$ cat config.mk
export PLATFORM = sky130hd
export DESIGN_NAME = fixed_block_pool_allocator
export DESIGN_NICKNAME = d
export VERILOG_FILES = /design/src/rtl/fbpa_pkg.sv /design/src/rtl/fbpa_ram.sv /design/src/rtl/fbpa_link_store.sv /design/src/rtl/fbpa_engine.sv /design/src/rtl/fixed_block_pool_allocator.sv
export SDC_FILE = /design/constraint.sdc
export NUM_CORES = 1
export LEC_CHECK = 0
export BUFFER_PORTS_ARGS = -buffer_cell sky130_fd_sc_hd__buf_2
export CELL_PAD_IN_SITES_DETAIL_PLACEMENT = 0
export CELL_PAD_IN_SITES_GLOBAL_PLACEMENT = 1
export CORE_MARGIN = 2
export CORE_UTILIZATION = 55
export DETAILED_ROUTE_END_ITERATION = 8
export PLACE_DENSITY_LB_ADDON = 0.25
export SKIP_CTS_REPAIR_TIMING = 1
export SYNTH_ARGS = -nofsm -noshare
export SYNTH_HDL_FRONTEND = slang
export SYNTH_SLANG_ARGS = --single-unit
$ cat constraint.sdc
create_clock -name clock -period 10.51 [get_ports clock]
set_input_delay 1.5765 -clock clock [delete_from_list [all_inputs] [get_ports clock]]
set_output_delay 1.5765 -clock clock [all_outputs]
set_load 0.05 [all_outputs]
$ cat src/rtl/fbpa_pkg.sv
// Shared types, codes and constants of the fixed block pool allocator.
package fbpa_pkg;

   localparam int HANDLE_W           = 6;
   localparam int NUM_BLOCKS_DEFAULT = 32;

   localparam logic [HANDLE_W-1:0] NULL_LINK = 6'h3F;

   localparam logic MODE_ALLOC = 1'b0;
   localparam logic MODE_FREE  = 1'b1;

   localparam logic [1:0] DIR_RX = 2'd0;
   localparam logic [1:0] DIR_TX = 2'd1;

   localparam logic [1:0] STATUS_OK         = 2'd0;
   localparam logic [1:0] STATUS_EMPTY      = 2'd1;
   localparam logic [1:0] STATUS_BAD_DIR    = 2'd2;
   localparam logic [1:0] STATUS_BAD_HANDLE = 2'd3;

   typedef struct packed {
      logic                mode;
      logic [1:0]          direction;
      logic [HANDLE_W-1:0] handle;
   } req_type;

   typedef struct packed {
      logic                granted;
      logic [HANDLE_W-1:0] block_handle;
      logic [1:0]          status;
      logic [HANDLE_W-1:0] free_count;
   } rsp_type;

   typedef struct packed {
      logic                en;
      logic [HANDLE_W-1:0] addr;
      logic [HANDLE_W-1:0] data;
   } link_wr_type;

endpackage

$ cat src/rtl/fbpa_ram.sv
// Generic single-write, single-read RAM with registered read data.
module fbpa_ram #(
   parameter int WIDTH  = 8,
   parameter int DEPTH  = 32,
   parameter int ADDR_W = (DEPTH > 1) ? $clog2(DEPTH) : 1
) (
   input  logic              clock,
   input  logic              wr_en,
   input  logic [ADDR_W-1:0] wr_addr,
   input  logic [WIDTH-1:0]  wr_data,
   input  logic [ADDR_W-1:0] rd_addr,
   output logic [WIDTH-1:0]  rd_data
);

   logic [WIDTH-1:0] mem [DEPTH];
   logic [WIDTH-1:0] rd_data_ff;

   always_ff @(posedge clock) begin
      if (wr_en) begin
         mem[wr_addr] <= wr_data;
      end
      rd_data_ff <= mem[rd_addr];
   end

   assign rd_data = rd_data_ff;

endmodule

$ cat src/rtl/fbpa_link_store.sv
// Free-list link store: RAM with per-entry written bits and write-to-read bypass.
module fbpa_link_store #(
   parameter int NUM_BLOCKS = fbpa_pkg::NUM_BLOCKS_DEFAULT
) (
   input  logic                          clock,
   input  logic                          reset,
   input  logic [fbpa_pkg::HANDLE_W-1:0] rd_addr,
   input  fbpa_pkg::link_wr_type         link_wr,
   output logic [fbpa_pkg::HANDLE_W-1:0] link
);

   localparam int AW = (NUM_BLOCKS > 1) ? $clog2(NUM_BLOCKS) : 1;
   localparam logic [fbpa_pkg::HANDLE_W-1:0] NB_H = fbpa_pkg::HANDLE_W'(NUM_BLOCKS);
   localparam logic [fbpa_pkg::HANDLE_W-1:0] RESET_HEAD = fbpa_pkg::HANDLE_W'(NUM_BLOCKS - 1);

   logic [NUM_BLOCKS-1:0]         linked_ff, linked_in;
   logic [fbpa_pkg::HANDLE_W-1:0] rd_addr_ff;
   logic                          rd_valid_ff, rd_valid_in;
   logic                          hit_ff, hit_in;
   logic [fbpa_pkg::HANDLE_W-1:0] hit_data_ff;
   logic [fbpa_pkg::HANDLE_W-1:0] ram_q;
   logic [fbpa_pkg::HANDLE_W-1:0] reset_link;
   logic                          wr_in_range;

   fbpa_ram #(
      .WIDTH (fbpa_pkg::HANDLE_W),
      .DEPTH (NUM_BLOCKS),
      .ADDR_W(AW)
   ) u_ram (
      .clock  (clock),
      .wr_en  (link_wr.en),
      .wr_addr(link_wr.addr[AW-1:0]),
      .wr_data(link_wr.data),
      .rd_addr(rd_addr[AW-1:0]),
      .rd_data(ram_q)
   );

   assign wr_in_range = link_wr.en && (link_wr.addr < NB_H);

   always_comb begin
      linked_in = linked_ff;
      if (wr_in_range) begin
         linked_in[link_wr.addr[AW-1:0]] = 1'b1;
      end
      rd_valid_in = (rd_addr < NB_H) && linked_ff[rd_addr[AW-1:0]];
      hit_in      = link_wr.en && (link_wr.addr == rd_addr);
   end

   always_ff @(posedge clock) begin
      if (reset) begin
         linked_ff   <= '0;
         rd_addr_ff  <= RESET_HEAD;
         rd_valid_ff <= 1'b0;
         hit_ff      <= 1'b0;
      end else begin
         linked_ff   <= linked_in;
         rd_addr_ff  <= rd_addr;
         rd_valid_ff <= rd_valid_in;
         hit_ff      <= hit_in;
      end
      hit_data_ff <= link_wr.data;
   end

   // An entry never written still holds its power-on chain link to the next lower block.
   assign reset_link = (rd_addr_ff == '0) ? fbpa_pkg::NULL_LINK
                                          : rd_addr_ff - fbpa_pkg::HANDLE_W'(1);

   always_comb begin
      priority if (hit_ff) begin
         link = hit_data_ff;
      end else if (rd_valid_ff) begin
         link = ram_q;
      end else begin
         link = reset_link;
      end
   end

`ifndef SYNTHESIS
   // A same-address write must show up in the following read.
   assert property (@(posedge clock) disable iff (reset)
      (link_wr.en && link_wr.addr == rd_addr) |=> (link == $past(link_wr.data)))
      else $error("link bypass lost a same-address write");

   // Written bits are never cleared outside reset.
   assert property (@(posedge clock) disable iff (reset)
      ##1 (($past(linked_ff) & ~linked_ff) == '0))
      else $error("link written bit cleared");

   // A pool write marks its entry as written.
   assert property (@(posedge clock) disable iff (reset)
      wr_in_range |=> linked_ff[$past(link_wr.addr[AW-1:0])])
      else $error("link write did not set its written bit");
`endif

endmodule

$ cat src/rtl/fbpa_engine.sv
// Allocate and free logic with the list head, free count and in-use bits.
module fbpa_engine #(
   parameter int NUM_BLOCKS = fbpa_pkg::NUM_BLOCKS_DEFAULT
) (
   input  logic                          clock,
   input  logic                          reset,
   input  logic                          emergency,
   input  logic                          req_valid,
   input  fbpa_pkg::req_type             req,
   input  logic [fbpa_pkg::HANDLE_W-1:0] link,
   output logic [fbpa_pkg::HANDLE_W-1:0] head_next,
   output fbpa_pkg::link_wr_type         link_wr,
   output fbpa_pkg::rsp_type             rsp
);

   localparam int AW = (NUM_BLOCKS > 1) ? $clog2(NUM_BLOCKS) : 1;
   localparam logic [fbpa_pkg::HANDLE_W-1:0] NB_H = fbpa_pkg::HANDLE_W'(NUM_BLOCKS);
   localparam logic [fbpa_pkg::HANDLE_W-1:0] RX_RES = fbpa_pkg::HANDLE_W'(NUM_BLOCKS);
   localparam logic [fbpa_pkg::HANDLE_W-1:0] TX_RES = fbpa_pkg::HANDLE_W'(NUM_BLOCKS + 1);
   localparam logic [fbpa_pkg::HANDLE_W-1:0] RESET_HEAD = fbpa_pkg::HANDLE_W'(NUM_BLOCKS - 1);

   logic [fbpa_pkg::HANDLE_W-1:0] head_ff, head_in;
   logic [fbpa_pkg::HANDLE_W-1:0] count_ff, count_in;
   logic [NUM_BLOCKS-1:0]         in_use_ff, in_use_in;
   logic [AW-1:0]                 head_idx, handle_idx;

   assign head_idx   = head_ff[AW-1:0];
   assign handle_idx = req.handle[AW-1:0];

   always_comb begin
      head_in   = head_ff;
      count_in  = count_ff;
      in_use_in = in_use_ff;
      link_wr   = '0;
      rsp       = '0;
      rsp.status = fbpa_pkg::STATUS_OK;
      if (req_valid) begin
         unique case (req.mode)
            fbpa_pkg::MODE_ALLOC: begin
               if (emergency) begin
                  priority if (req.direction == fbpa_pkg::DIR_RX) begin
                     rsp.granted      = 1'b1;
                     rsp.block_handle = RX_RES;
                  end else if (req.direction == fbpa_pkg::DIR_TX) begin
                     rsp.granted      = 1'b1;
                     rsp.block_handle = TX_RES;
                  end else begin
                     rsp.status = fbpa_pkg::STATUS_BAD_DIR;
                  end
               end else if (count_ff != '0 && head_ff < NB_H) begin
                  head_in             = link;
                  link_wr.en          = 1'b1;
                  link_wr.addr        = head_ff;
                  link_wr.data        = fbpa_pkg::NULL_LINK;
                  in_use_in[head_idx] = 1'b1;
                  count_in            = count_ff - fbpa_pkg::HANDLE_W'(1);
                  rsp.granted         = 1'b1;
                  rsp.block_handle    = head_ff;
               end else begin
                  rsp.status = fbpa_pkg::STATUS_EMPTY;
               end
            end
            fbpa_pkg::MODE_FREE: begin
               // Reserve handles are never pooled, so freeing one is a no-op.
               priority if (req.handle == RX_RES || req.handle == TX_RES) begin
                  rsp.status = fbpa_pkg::STATUS_OK;
               end else if (req.handle >= NB_H || !in_use_ff[handle_idx]) begin
                  rsp.status = fbpa_pkg::STATUS_BAD_HANDLE;
               end else begin
                  link_wr.en            = 1'b1;
                  link_wr.addr          = req.handle;
                  link_wr.data          = head_ff;
                  head_in               = req.handle;
                  in_use_in[handle_idx] = 1'b0;
                  count_in              = count_ff + fbpa_pkg::HANDLE_W'(1);
               end
            end
            default: begin
               rsp.status = fbpa_pkg::STATUS_OK;
            end
         endcase
      end
      rsp.free_count = count_in;
   end

   assign head_next = head_in;

   always_ff @(posedge clock) begin
      if (reset) begin
         head_ff   <= RESET_HEAD;
         count_ff  <= NB_H;
         in_use_ff <= '0;
      end else begin
         head_ff   <= head_in;
         count_ff  <= count_in;
         in_use_ff <= in_use_in;
      end
   end

`ifndef SYNTHESIS
   // Every pool block is either on the free list or in use.
   assert property (@(posedge clock) disable iff (reset)
      count_ff == NB_H - fbpa_pkg::HANDLE_W'($countones(in_use_ff)))
      else $error("free count disagrees with in-use bits");

   // An empty pool leaves the list head at the null link.
   assert property (@(posedge clock) disable iff (reset)
      (count_ff == '0) |-> (head_ff == fbpa_pkg::NULL_LINK))
      else $error("empty pool with a live list head");

   // A pool grant takes exactly one block off the free count.
   assert property (@(posedge clock) disable iff (reset)
      (req_valid && rsp.granted && !emergency) |=>
         (count_ff + fbpa_pkg::HANDLE_W'(1) == $past(count_ff)))
      else $error("pool grant did not decrement the free count");
`endif

endmodule

$ cat src/rtl/fixed_block_pool_allocator.sv
// A request is registered, handled in the engine, and its result registered and strobed.
// Throughput: one request per cycle; the list head pop and push are computed combinationally,
// with the link RAM read for the new head addressed by the engine's next-head output.
// Reset: synchronous; reset restores the full free list without a clearing pass,
// as per-entry written bits supply the power-on links. busy is high only during reset.
// The result has no back-pressure: each result beat is valid for exactly one cycle.
module fixed_block_pool_allocator #(
   parameter int NUM_BLOCKS = fbpa_pkg::NUM_BLOCKS_DEFAULT
) (
   input  logic              clock,
   input  logic              reset,
   input  logic              start,
   output logic              busy,
   input  fbpa_pkg::req_type req_data,
   output logic              rsp_valid,
   output fbpa_pkg::rsp_type rsp_data,
   input  logic              csr_wr_en,
   input  logic              csr_wr_data
);

   logic                          req_valid_ff;
   fbpa_pkg::req_type             req_ff;
   logic                          rsp_valid_ff;
   fbpa_pkg::rsp_type             rsp_ff, rsp_in;
   logic                          emergency_ff;
   logic [fbpa_pkg::HANDLE_W-1:0] head_next;
   logic [fbpa_pkg::HANDLE_W-1:0] link;
   fbpa_pkg::link_wr_type         link_wr;

   assign busy = reset;

   always_ff @(posedge clock) begin
      if (reset) begin
         req_valid_ff <= 1'b0;
         rsp_valid_ff <= 1'b0;
         emergency_ff <= 1'b0;
      end else begin
         req_valid_ff <= start && !busy;
         rsp_valid_ff <= req_valid_ff;
         if (csr_wr_en) begin
            emergency_ff <= csr_wr_data;
         end
      end
      req_ff <= req_data;
      rsp_ff <= rsp_in;
   end

   fbpa_engine #(
      .NUM_BLOCKS(NUM_BLOCKS)
   ) u_engine (
      .clock    (clock),
      .reset    (reset),
      .emergency(emergency_ff),
      .req_valid(req_valid_ff),
      .req      (req_ff),
      .link     (link),
      .head_next(head_next),
      .link_wr  (link_wr),
      .rsp      (rsp_in)
   );

   fbpa_link_store #(
      .NUM_BLOCKS(NUM_BLOCKS)
   ) u_link_store (
      .clock  (clock),
      .reset  (reset),
      .rd_addr(head_next),
      .link_wr(link_wr),
      .link   (link)
   );

   assign rsp_valid = rsp_valid_ff;
   assign rsp_data  = rsp_ff;

`ifndef SYNTHESIS
   // Every accepted request beat yields a result beat once it has passed the request and result registers.
   assert property (@(posedge clock) disable iff (reset)
      (start && !busy) |-> ##2 rsp_valid)
      else $error("accepted request produced no result");

   // No result beat appears without an accepted request ahead of it in the request and result registers.
   assert property (@(posedge clock) disable iff (reset)
      rsp_valid |-> $past(start && !busy, 2))
      else $error("result beat without a request");

   // Only allocations can be granted.
   assert property (@(posedge clock) disable iff (reset)
      (rsp_valid && rsp_data.granted) |-> ($past(req_data.mode, 2) == fbpa_pkg::MODE_ALLOC))
      else $error("grant on a free request");
`endif

endmodule
==> results of run 1 <==
-- metrics by stage --
stage                     setup WS (ps)  total power [uW]
final                              5400              2700
after global routing               5100              2780
after CTS                          5470              2710
after detailed placement           5500              1580
after global placement             5580              1580
after floorplan                    7150              1520
-- worst min path at each step --
stage | from | slack [ps] | cells past startpoint | end
2_1_floorplan | req_ff[7] | 420 | 1 | rsp_data[13]
3_3_place_gp | u_link_store.linked_ff[19] | 450 | 2 | u_link_store.linked_ff[19]
3_5_place_dp | req_ff[6] | 440 | 1 | rsp_data[8]
4_1_cts | req_ff[6] | 460 | 1 | rsp_data[8]
5_1_grt | req_ff[6] | 490 | 1 | rsp_data[8]
6_report | req_ff[6] | 460 | 1 | rsp_data[8]
-- power by group --
group	leakage (uW)	internal (uW)	switching [uW]	total (uW)
Sequential	0.00277	1300	24.2	1330
Combinational	0.00220	76.9	153	230
Clock	0.000515	678	458	1140
-- synthesized netlist by cell type (6+ instances only) --
library cell and count:
a22oi_1 15, buf_6 6, o211ai_1 10, nand2_1 74
nor3_1 18, nor2b_1 13, nand3_1 19, clkbuf_1 33
a32o_1 6, ha_1 6, o21ba_2 19, dfxtp_1 117
o22ai_1 6, or3_1 7, o31a_1 7, buf_4 10
nand2b_1 15, nand4_1 17, a21oi_1 67, a2111oi_0 8
mux2_2 7, inv_1 21, edfxtp_1 192, mux2i_1 101
nor3b_1 7, nor2_1 84, and3_1 20, o21ai_0 41
xnor2_1 11, and2_1 6, buf_1 8, a221oi_1 10
buf_2 12
-- registers in the layout, indices dropped and copies added (netlist names) --
register and cells:
u_link_store.linked_ff 32, u_link_store.hit_data_ff 6, emergency_ff 1, req_ff 9
u_link_store.rd_valid_ff 1, u_link_store.rd_addr_ff 6, u_engine.count_ff 6, rsp_valid 1
u_link_store.u_ram.rd_data 6, req_valid_ff 1, u_link_store.u_ram.mem 192, u_link_store.hit_ff 1
u_engine.in_use_ff 32, rsp_data 15
-- layout make-up --
class                           count  area, um2
Inverter                           21       78.8
Timing Repair Buffer               43        248
Sequential cell                   309       8110
Tap cell                          319        399
Clock buffer                       37        860
Clock inverter                     20        208
Multi-Input combinational cell    688       4760
Fill cell                        1890       8950
-- logic make-up (layout without fill, tap and decap cells) --
group                    after synthesis  count (layout)
buffers and inverters                 91             121
AO/OA/AOI/OAI                        250             250
multiplexers                         116             116
flip-flops                           309             309
XOR/XNOR                              12              12
adder cells (fa/ha/maj)                6               6
AND/OR/NAND/NOR                      304             304
-- layer usage --
layer  track usage  wire [um]  up-vias
met1         0.387      14700     4409
met3        0.0427       2810       44
li1              -          -     4128
met2         0.388      14800      376
met4        0.0570        634        0
met5             0          0        -
-- placed cells by master (no fill, tap or decap), types with 5 or more instances in the layout --
cell type / count
clkinv_1: 6
nand3_1: 19
o31a_1: 7
mux2i_1: 101
a21oi_1: 66
buf_2: 30
nand4_1: 17
ha_1: 6
a22oi_1: 15
a32o_1: 6
a311oi_1: 5
mux2_2: 7
dfxtp_1: 117
edfxtp_1: 192
o21ba_2: 19
nor2_2: 6
buf_4: 13
or3_1: 7
and2_1: 6
a2111oi_0: 8
nor2_1: 80
o21ai_0: 41
xnor2_1: 11
o22ai_1: 6
inv_1: 21
o21a_1: 5
a221oi_1: 10
clkbuf_16: 32
nor3b_1: 7
nor3_1: 18
o211ai_1: 10
a211oi_1: 5
and3_1: 20
nand2_1: 74
nand2b_1: 15
nor2b_1: 13
-- worst max-delay path: cells and delay by family (launching register included) --
family	cells	cell delay, ps
buffers and inverters	2	1410
AND/OR/NAND/NOR	3	570
flip-flops	1	890
AO/OA/AOI/OAI	3	1330
multiplexers	3	720
==> flow_summary.json, run 1 <==
{
  "clk_latency_ps": 560,
  "ir_drop_mv": 0.144,
  "synth_nets": 1108,
  "async_flop_share": 0,
  "rsz0062_at_grt": "no",
  "hold_ws_ps": 459,
  "startpoint": "req_ff[1]",
  "synth-simple-area-share": 0.116,
  "synthMuxAreaShare": 0.0923,
  "synth-adder-area-share": 0.00564,
  "final_core_util": 0.621,
  "syn_to_final_growth_pct": 10.2,
  "cts_buffers": 31,
  "grtUsageTotal": 0.256,
  "wirelength_um": 32900,
  "cp.arrival_ps": 5520,
  "die_area_mm2": 0.0255,
  "finalNonFillerCells": 1437,
  "slowest_stage": "dfxtp_1",
  "synth_cell_types": 84,
  "synthTopCellsByArea": "edfxtp_1 43%, dfxtp_1 18%, mux2i_1 7.6%",
  "grt_pass1_wl_um": 50400,
  "fin_crit_sh": 0.486,
  "place_area_mm2": 0.0136,
  "routedWlPerCell_um": 22.9,
  "fin_tns_setup_ps": 0,
  "hpwl_um": 20900,
  "overflow": 0,
  "hp-class": "register to register",
  "skew_ps": 17.5,
  "reg2reg_slack_ps": 5400,
  "drive_gt1_frac": 0.131,
  "power_density_mw_per_mm2": 184,
  "critPathLaunchType": "register",
  "first_iter_violations": 923,
  "r2r_end": "u_link_store.u_ram.rd_data[2]",
  "r2r-start": "req_ff[1]",
  "period_needed_ps": 5110,
  "vias": 8957,
  "setup_viol": 0,
  "ys_ff_latch": 309,
  "synth_compound_area_frac": 0.135,
  "gp_congestion": 0.873,
  "port_buffers": 30,
  "critPathKind": "register to register",
  "maxCapViolCount": 0,
  "end_kind": "register",
  "clockBufferDepth": 3,
  "yosysWarningCount": 0,
  "cp_cell_sequence": "mux2_1 -> and3_1 -> o41ai_4 -> a31oi_4 -> nor3_4 -> buf_4 -> buf_4 -> mux2i_1 -> mux2i_1 -> o21ai_0 -> nand4_1",
  "post-route-drc-count": 0,
  "syn_area_per_cell_um2": 12.2,
  "worstMarginPinSlew_ps": 962,
  "synth_area_mm2": 0.0133,
  "grt_pass1_vias": 8444,
  "required_ps": 10920,
  "synthFlopType": "edfxtp_1",
  "drv_slew": 0,
  "start_util": 0.564,
  "hold_violations": 0,
  "synth_top_family_by_area": "compound AO/OA/AOI/OAI gates",
  "core_mm2": 0.0236,
  "cp-endpoint": "u_link_store.u_ram.rd_data[2]",
  "final_area_mm2": 0.0147,
  "ant_nets": 0,
  "via_per_inst": 6.23,
  "ys_seq_area_frac": 0.609,
  "leakagePower_uw": 0.00549,
  "syn_inst": 1088,
  "synth_edf_count": 192,
  "synth_largest_area_cell": "edfxtp_1",
  "fmax_mhz": 196,
  "io_pins": 31,
  "cts_tree": "built",
  "numPlacedInstances": 1380,
  "antenna_found_initial": 0,
  "relSlewSlack": 0.350,
  "drt-pass1-iter-count": 5,
  "die_h_um": 160,
  "clock-sinks": 309,
  "synthXorXnorAreaFrac": 0.00790,
  "status": "finished clean",
  "grt_max_degree": 82,
  "rr_worst_depth": 11,
  "path_max_fanout": 58,
  "synth_top_area_frac": 0.433,
  "cts-htree-levels": 1,
  "cts.reportedPaths.clkPinSlew_ps": 60,
  "ctsRootBufferMaster": "clkbuf_16",
  "rows": 56,
  "cp_slowest_stage_delay_ps": 890,
  "die_w_um": 160,
  "num_antenna_cells": 0,
  "finalNetCount": 1114
}
Power figures use the tool's default switching activity.
==> run 2: changes to the inputs <==
--- a/config.mk
+++ b/config.mk
@@ -9,7 +9,7 @@
 export CELL_PAD_IN_SITES_DETAIL_PLACEMENT = 0
 export CELL_PAD_IN_SITES_GLOBAL_PLACEMENT = 1
 export CORE_MARGIN = 2
-export CORE_UTILIZATION = 55
+export CORE_UTILIZATION = 46
 export DETAILED_ROUTE_END_ITERATION = 8
 export PLACE_DENSITY_LB_ADDON = 0.25
 export SKIP_CTS_REPAIR_TIMING = 1
==> constraint.sdc (replaced) <==
create_clock -name clock -period 4.6 [get_ports clock]
set_input_delay 0.69 -clock clock [delete_from_list [all_inputs] [get_ports clock]]
set_output_delay 0.69 -clock clock [all_outputs]
set_load 0.05 [all_outputs]
==> run 2 against run 1 <==
- global-route usage is 2.3 points lower
- critical path depth shrank 1
- highest routed layer unchanged
- worst setup slack worse by 5000 ps
- design area is 3.3% higher
- register-to-register slack worse by 5000 ps
- clock power up 120%
- combinational power increased by 150%
- clock skew about the same
- count of clock-buffer cells in the layout up 5
- core utilization fell by 9.2 points
- largest cell class unchanged
==> flow_summary.json, run 2 (same netlist as run 1, synthesis figures left out) <==
{
  "cts_buffers": 34,
  "crit_buf_inv": 1,
  "reg2reg_slack_ps": 430,
  "reg.largest.list": "u_link_store.u_ram.mem (192), u_engine.in_use_ff (32), u_link_store.linked_ff (32)",
  "ir_drop_mv": 0.189,
  "critPathKind": "register to register",
  "status": "finished clean",
  "drt-pass1-iter-count": 5,
  "vias": 9052,
  "maxCapViolCount": 0,
  "die_area_mm2": 0.0303,
  "cp_slowest_stage_delay_ps": 720,
  "grt_pass1_vias": 8668,
  "clk_latency_ps": 520,
  "clock-sinks": 309,
  "grtUsageTotal": 0.233,
  "layout_setup_ws_ps": 433,
  "post-route-drc-count": 0,
  "layout_common_cells": "192 x edfxtp_1, 117 x dfxtp_1, 101 x mux2i_1",
  "cpLargestDelayFamily": "compound AO/OA/AOI/OAI gates",
  "via_per_inst": 5.81,
  "cts.reportedPaths.clkPinSlew_ps": 60,
  "cp_cell_sequence": "buf_4 -> mux2_4 -> and3_4 -> o41a_1 -> o31ai_2 -> nand3_4 -> nor2_2 -> a32o_1 -> o22ai_1 -> a211o_1",
  "place_area_mm2": 0.0141,
  "first_iter_violations": 882,
  "gp_congestion": 0.883,
  "place_ws_ps": 511,
  "path_max_fanout": 17,
  "routedWlPerCell_um": 22.5,
  "finalNetCount": 1167,
  "layout_commonest_cell": "edfxtp_1",
  "fin_tns_setup_ps": 0,
  "period_needed_ps": 4170,
  "slowest_stage": "dfxtp_1",
  "rows": 62,
  "start_util": 0.465,
  "hpwl_um": 22900,
  "setup_viol": 0,
  "power_uw": 6120,
  "grt_max_degree": 81,
  "port_buffers": 30,
  "end_kind": "register",
  "regMostFlops": "u_link_store.u_ram.mem",
  "antenna_found_initial": 1,
  "cts_tree": "built",
  "relSlewSlack": 0.279,
  "cp.arrival_ps": 4580,
  "die_w_um": 174,
  "skew_ps": 17.0,
  "leakagePower_uw": 0.00575,
  "drv_slew": 0,
  "overflow": 0,
  "io_pins": 31,
  "required_ps": 5010,
  "hp-class": "input pin to register",
  "syn_to_final_growth_pct": 13.9,
  "fin_crit_sh": 0.906,
  "die_h_um": 174,
  "ctsRootBufferMaster": "clkbuf_16",
  "hold_ws_ps": 272,
  "final_area_mm2": 0.0152,
  "cts-htree-levels": 2,
  "drive_gt1_frac": 0.169,
  "hold_violations": 0,
  "num_antenna_cells": 0,
  "largest_register_ffs": 192,
  "rsz0062_at_grt": "no",
  "clockBufferDepth": 3,
  "power_density_mw_per_mm2": 404,
  "ant_nets": 0,
  "worstMarginPinSlew_ps": 1070,
  "critPathLaunchType": "register",
  "fmax_mhz": 240,
  "core_mm2": 0.0286,
  "wirelength_um": 35000,
  "grt_pass1_wl_um": 53400
}
[run 2: report_power, final]
group	internal, uW	switching, uW	leakage (uW)
sequential	2980	48.3	0.00277
combinational	202	369	0.00247
clock	1410	1100	0.000506
[run 2: worst register-to-register path, stage by stage (launching register included)]
cell and delay (ps):
dfxtp_1 720, buf_4 250, mux2_4 290, and3_4 180, o41a_1 490, o31ai_2 500, nand3_4 340, nor2_2 650
a32o_1 300, o22ai_1 80, a211o_1 260
[run 2: path summary, 6_finish.rpt]
| kind | from | end | cells past startpoint |
|---|---|---|---|
| hold / removal | req_data[8] | req_ff[8] | 1 |
| setup reg to reg | req_ff[1] | u_link_store.u_ram.rd_data[4] | 10 |
| hold reg to reg | req_ff[6] | rsp_data[8] | 1 |
| setup / recovery | req_ff[1] | u_link_store.u_ram.rd_data[4] | 10 |
[run 2: final cells by class]
| type | instances | area (um2) |
|---|---|---|
| inverter | 21 | 78.8 |
| clock buffer | 42 | 902 |
| timing repair buffer | 93 | 673 |
| multi-input combinational | 688 | 4780 |
| sequential | 309 | 8110 |
| fill | 2491 | 13500 |
| tap | 384 | 480 |
| clock inverter | 20 | 126 |
[run 2: per-layer routing]
metal / wire length [um] / vias up / part of all wire / global-route usage
li1: - / 4239 / - / -
met5: 0 / - / 0 / 0
met1: 16700 / 4508 / 0.48 / 0.343
met4: 680 / 0 / 0.019 / 0.0616
met2: 15600 / 251 / 0.45 / 0.355
met3: 1980 / 54 / 0.057 / 0.0413
[run 2: metrics by stage]
step,utilization,instances
after floorplan,-,1088
after global placement,0.493,1495
after detailed placement,0.493,1495
after CTS,0.529,1557
after global routing,0.529,1557
final,0.529,1557
==> run 3: changes to the inputs <==
--- a/config.mk
+++ b/config.mk
@@ -5,12 +5,14 @@
 export SDC_FILE = /design/constraint.sdc
 export NUM_CORES = 1
 export LEC_CHECK = 0
+export ABC_AREA = 1
 export BUFFER_PORTS_ARGS = -buffer_cell sky130_fd_sc_hd__buf_2
 export CELL_PAD_IN_SITES_DETAIL_PLACEMENT = 0
 export CELL_PAD_IN_SITES_GLOBAL_PLACEMENT = 1
 export CORE_MARGIN = 2
-export CORE_UTILIZATION = 46
+export CORE_UTILIZATION = 44
 export DETAILED_ROUTE_END_ITERATION = 8
+export HOLD_SLACK_MARGIN = 0.06
 export PLACE_DENSITY_LB_ADDON = 0.25
 export SKIP_CTS_REPAIR_TIMING = 1
 export SYNTH_ARGS = -nofsm -noshare
==> run 3 against run 2 <==
- sequential share of layout area down 0.19 points
- clock power up 6%
- sequential power about the same
- via count up 13%
- synthesized area up 1.1%
- wire length up 3.9%
- fmax up 8.1%
- core utilization down 2.8 points
- global-route usage up 0.25 points
- first-iteration DRC count up 16%
- die area up 5.5%
- critical path type unchanged
- critical endpoint is now u_link_store.u_ram.mem[21][2]
==> flow_summary.json, run 3 <==
{
  "hpwl_um": 23500,
  "first_iter_violations": 1027,
  "r2r-start": "req_ff[0]",
  "overflow": 0,
  "maxCapViolCount": 0,
  "fin_tns_setup_ps": 0,
  "worstMarginPinSlew_ps": 962,
  "critPathKind": "register to register",
  "final-seq-area_mm2": 0.00811,
  "start_util": 0.443,
  "critPathLaunchType": "register",
  "antenna_found_initial": 0,
  "synthTopCellsByArea": "edfxtp_1 43%, dfxtp_1 17%, nand2_1 10%",
  "clk_latency_ps": 520,
  "synth_nets": 1475,
  "fin_crit_sh": 0.838,
  "end_kind": "register",
  "syn_to_final_growth_pct": 13.0,
  "power_density_mw_per_mm2": 413,
  "period_needed_ps": 3850,
  "cts.reportedPaths.clkPinSlew_ps": 50,
  "die_h_um": 179,
  "cts_tree": "built",
  "io_pins": 31,
  "relSlewSlack": 0.359,
  "path_max_fanout": 27,
  "synth_top_area_frac": 0.429,
  "wirelength_um": 36400,
  "startpoint": "req_ff[0]",
  "die_w_um": 179,
  "core_mm2": 0.0303,
  "grt_pass1_vias": 9740,
  "regMostFlops": "u_link_store.u_ram.mem",
  "setup_viol": 0,
  "gp_congestion": 0.859,
  "cts-htree-levels": 2,
  "hp-class": "input pin to register",
  "grt_max_degree": 58,
  "ys_seq_area_frac": 0.603,
  "synth_edf_count": 192,
  "rsz0062_at_grt": "no",
  "place_area_mm2": 0.0141,
  "via_per_inst": 5.33,
  "cp.arrival_ps": 4000,
  "synth_area_mm2": 0.0135,
  "yosysMostFrequentCell": "nand2_1",
  "ctsRootBufferMaster": "clkbuf_16",
  "place_ws_ps": 757,
  "clock-sinks": 309,
  "reg.largest.list": "u_link_store.u_ram.mem (192), u_engine.in_use_ff (32), u_link_store.linked_ff (32)",
  "ys_ff_latch": 309,
  "hold_violations": 0,
  "skew_ps": 13.9,
  "required_ps": 4740,
  "synth_largest_area_cell": "edfxtp_1",
  "ant_nets": 0,
  "fmax_mhz": 259,
  "layout_common_cells": "363 x nand2_1, 192 x edfxtp_1, 147 x nand3_1",
  "grt_pass1_wl_um": 57100,
  "largest_register_ffs": 192,
  "drive_gt1_frac": 0.104,
  "synth_cell_types": 42,
  "fill_cells": 2853,
  "hold_start": "req_data[3]",
  "yosysWarningCount": 0,
  "syn_area_per_cell_um2": 9.24,
  "vias": 10200,
  "status": "finished clean",
  "routedWlPerCell_um": 19.0,
  "clockBufferDepth": 3,
  "final_area_mm2": 0.0152,
  "port_buffers": 30,
  "synthFlopType": "edfxtp_1",
  "drt-pass1-iter-count": 5,
  "grtUsageTotal": 0.235,
  "final_core_util": 0.501,
  "multi_input_area_mm2": 0.00437,
  "async_flop_share": 0,
  "finalNetCount": 1508,
  "rows": 64,
  "layout_commonest_cell": "nand2_1",
  "die_area_mm2": 0.0320,
  "ir_drop_mv": 0.376,
  "num_antenna_cells": 0,
  "hold_ws_ps": 273,
  "layout_setup_ws_ps": 746,
  "post-route-drc-count": 0,
  "cts_buffers": 35,
  "syn_inst": 1455,
  "drv_slew": 0,
  "synthTopCellsByCount": "363 x nand2_1, 192 x edfxtp_1, 147 x nand3_1",
  "leakagePower_uw": 0.00602
}
[run 3: changes by cell type in the layout (fill, tap and decap cells not counted), sizes merged, moves of 21 or more]
cell | before | now
o21ai | 45 | 68
mux2i | 101 | 0
buf | 93 | 68
and3 | 21 | 0
a21oi | 67 | 18
o211ai | 11 | 56
nand2 | 74 | 369
nand3 | 21 | 147
inv | 25 | 164
nor2 | 86 | 143
[run 3: logic make-up (layout without fill, tap and decap cells)]
logic type | count (synthesis) | count (layout) | synth area share
xor gates and xnor gates | 8 | 8 | 0.00521
buffers and inverters | 242 | 302 | 0.0745
AOI/OAI and AO/OA | 192 | 192 | 0.0951
DFF | 309 | 309 | 0.603
and+or+nand+nor | 698 | 698 | 0.217
adders and majority gates | 6 | 6 | 0.00558
[run 3: final timing paths]
check                                  endpoint  slack, ps  cells after the start
hold reg to reg                     rsp_data[8]        450                      2
setup / recovery  u_link_store.u_ram.mem[21][2]        750                     19
hold / removal                        req_ff[3]        270                      1
setup reg to reg  u_link_store.u_ram.mem[21][2]        750                     19
[run 3: layout make-up]
cell class / count / share of cell area
Sequential cell: 309 / 0.533
Multi-Input combinational cell: 904 / 0.287
Clock buffer: 58 / 0.0700
Inverter: 170 / 0.0421
Tap cell: 396 / 0.0326
Timing Repair Buffer: 68 / 0.0311
Clock inverter: 6 / 0.00346
[run 3: metal layers]
layer	routed length (um)	track usage	vias to the layer above
met1	16900	0.338	4877
li1	-	-	4957
met2	16400	0.369	284
met5	0	0	-
met4	1080	0.0776	0
met3	1970	0.0303	71
[run 3: worst max-delay path, cell delays in order, from the launching register on]
cell     delay [ps]
dfxtp_1         850
inv_2           300
nand2_1         130
nand2_1          60
nand2_1          50
nand2_1          50
nand2_1          50
nand2_1          70
nor2_1          130
nand2_2         100
nand2_2         110
nand2_4          80
inv_2           100
nor2_4           40
inv_4           270
nor2_2          110
inv_2           110
nand2_1         100
buf_4           220
nor2_1          530
[run 3: report_power, final]
part           internal [uW]  switching [uW]
sequential              2980            33.9
combinational            157             434
clock                   1590            1090
total                   4730            1560
[run 3: per-stage QoR]
stage,cells,total power (uW)
after floorplan,1455,3460
after global placement,1847,3660
after detailed placement,1847,3660
after CTS,1911,6330
after global routing,1911,6510
final,1911,6280
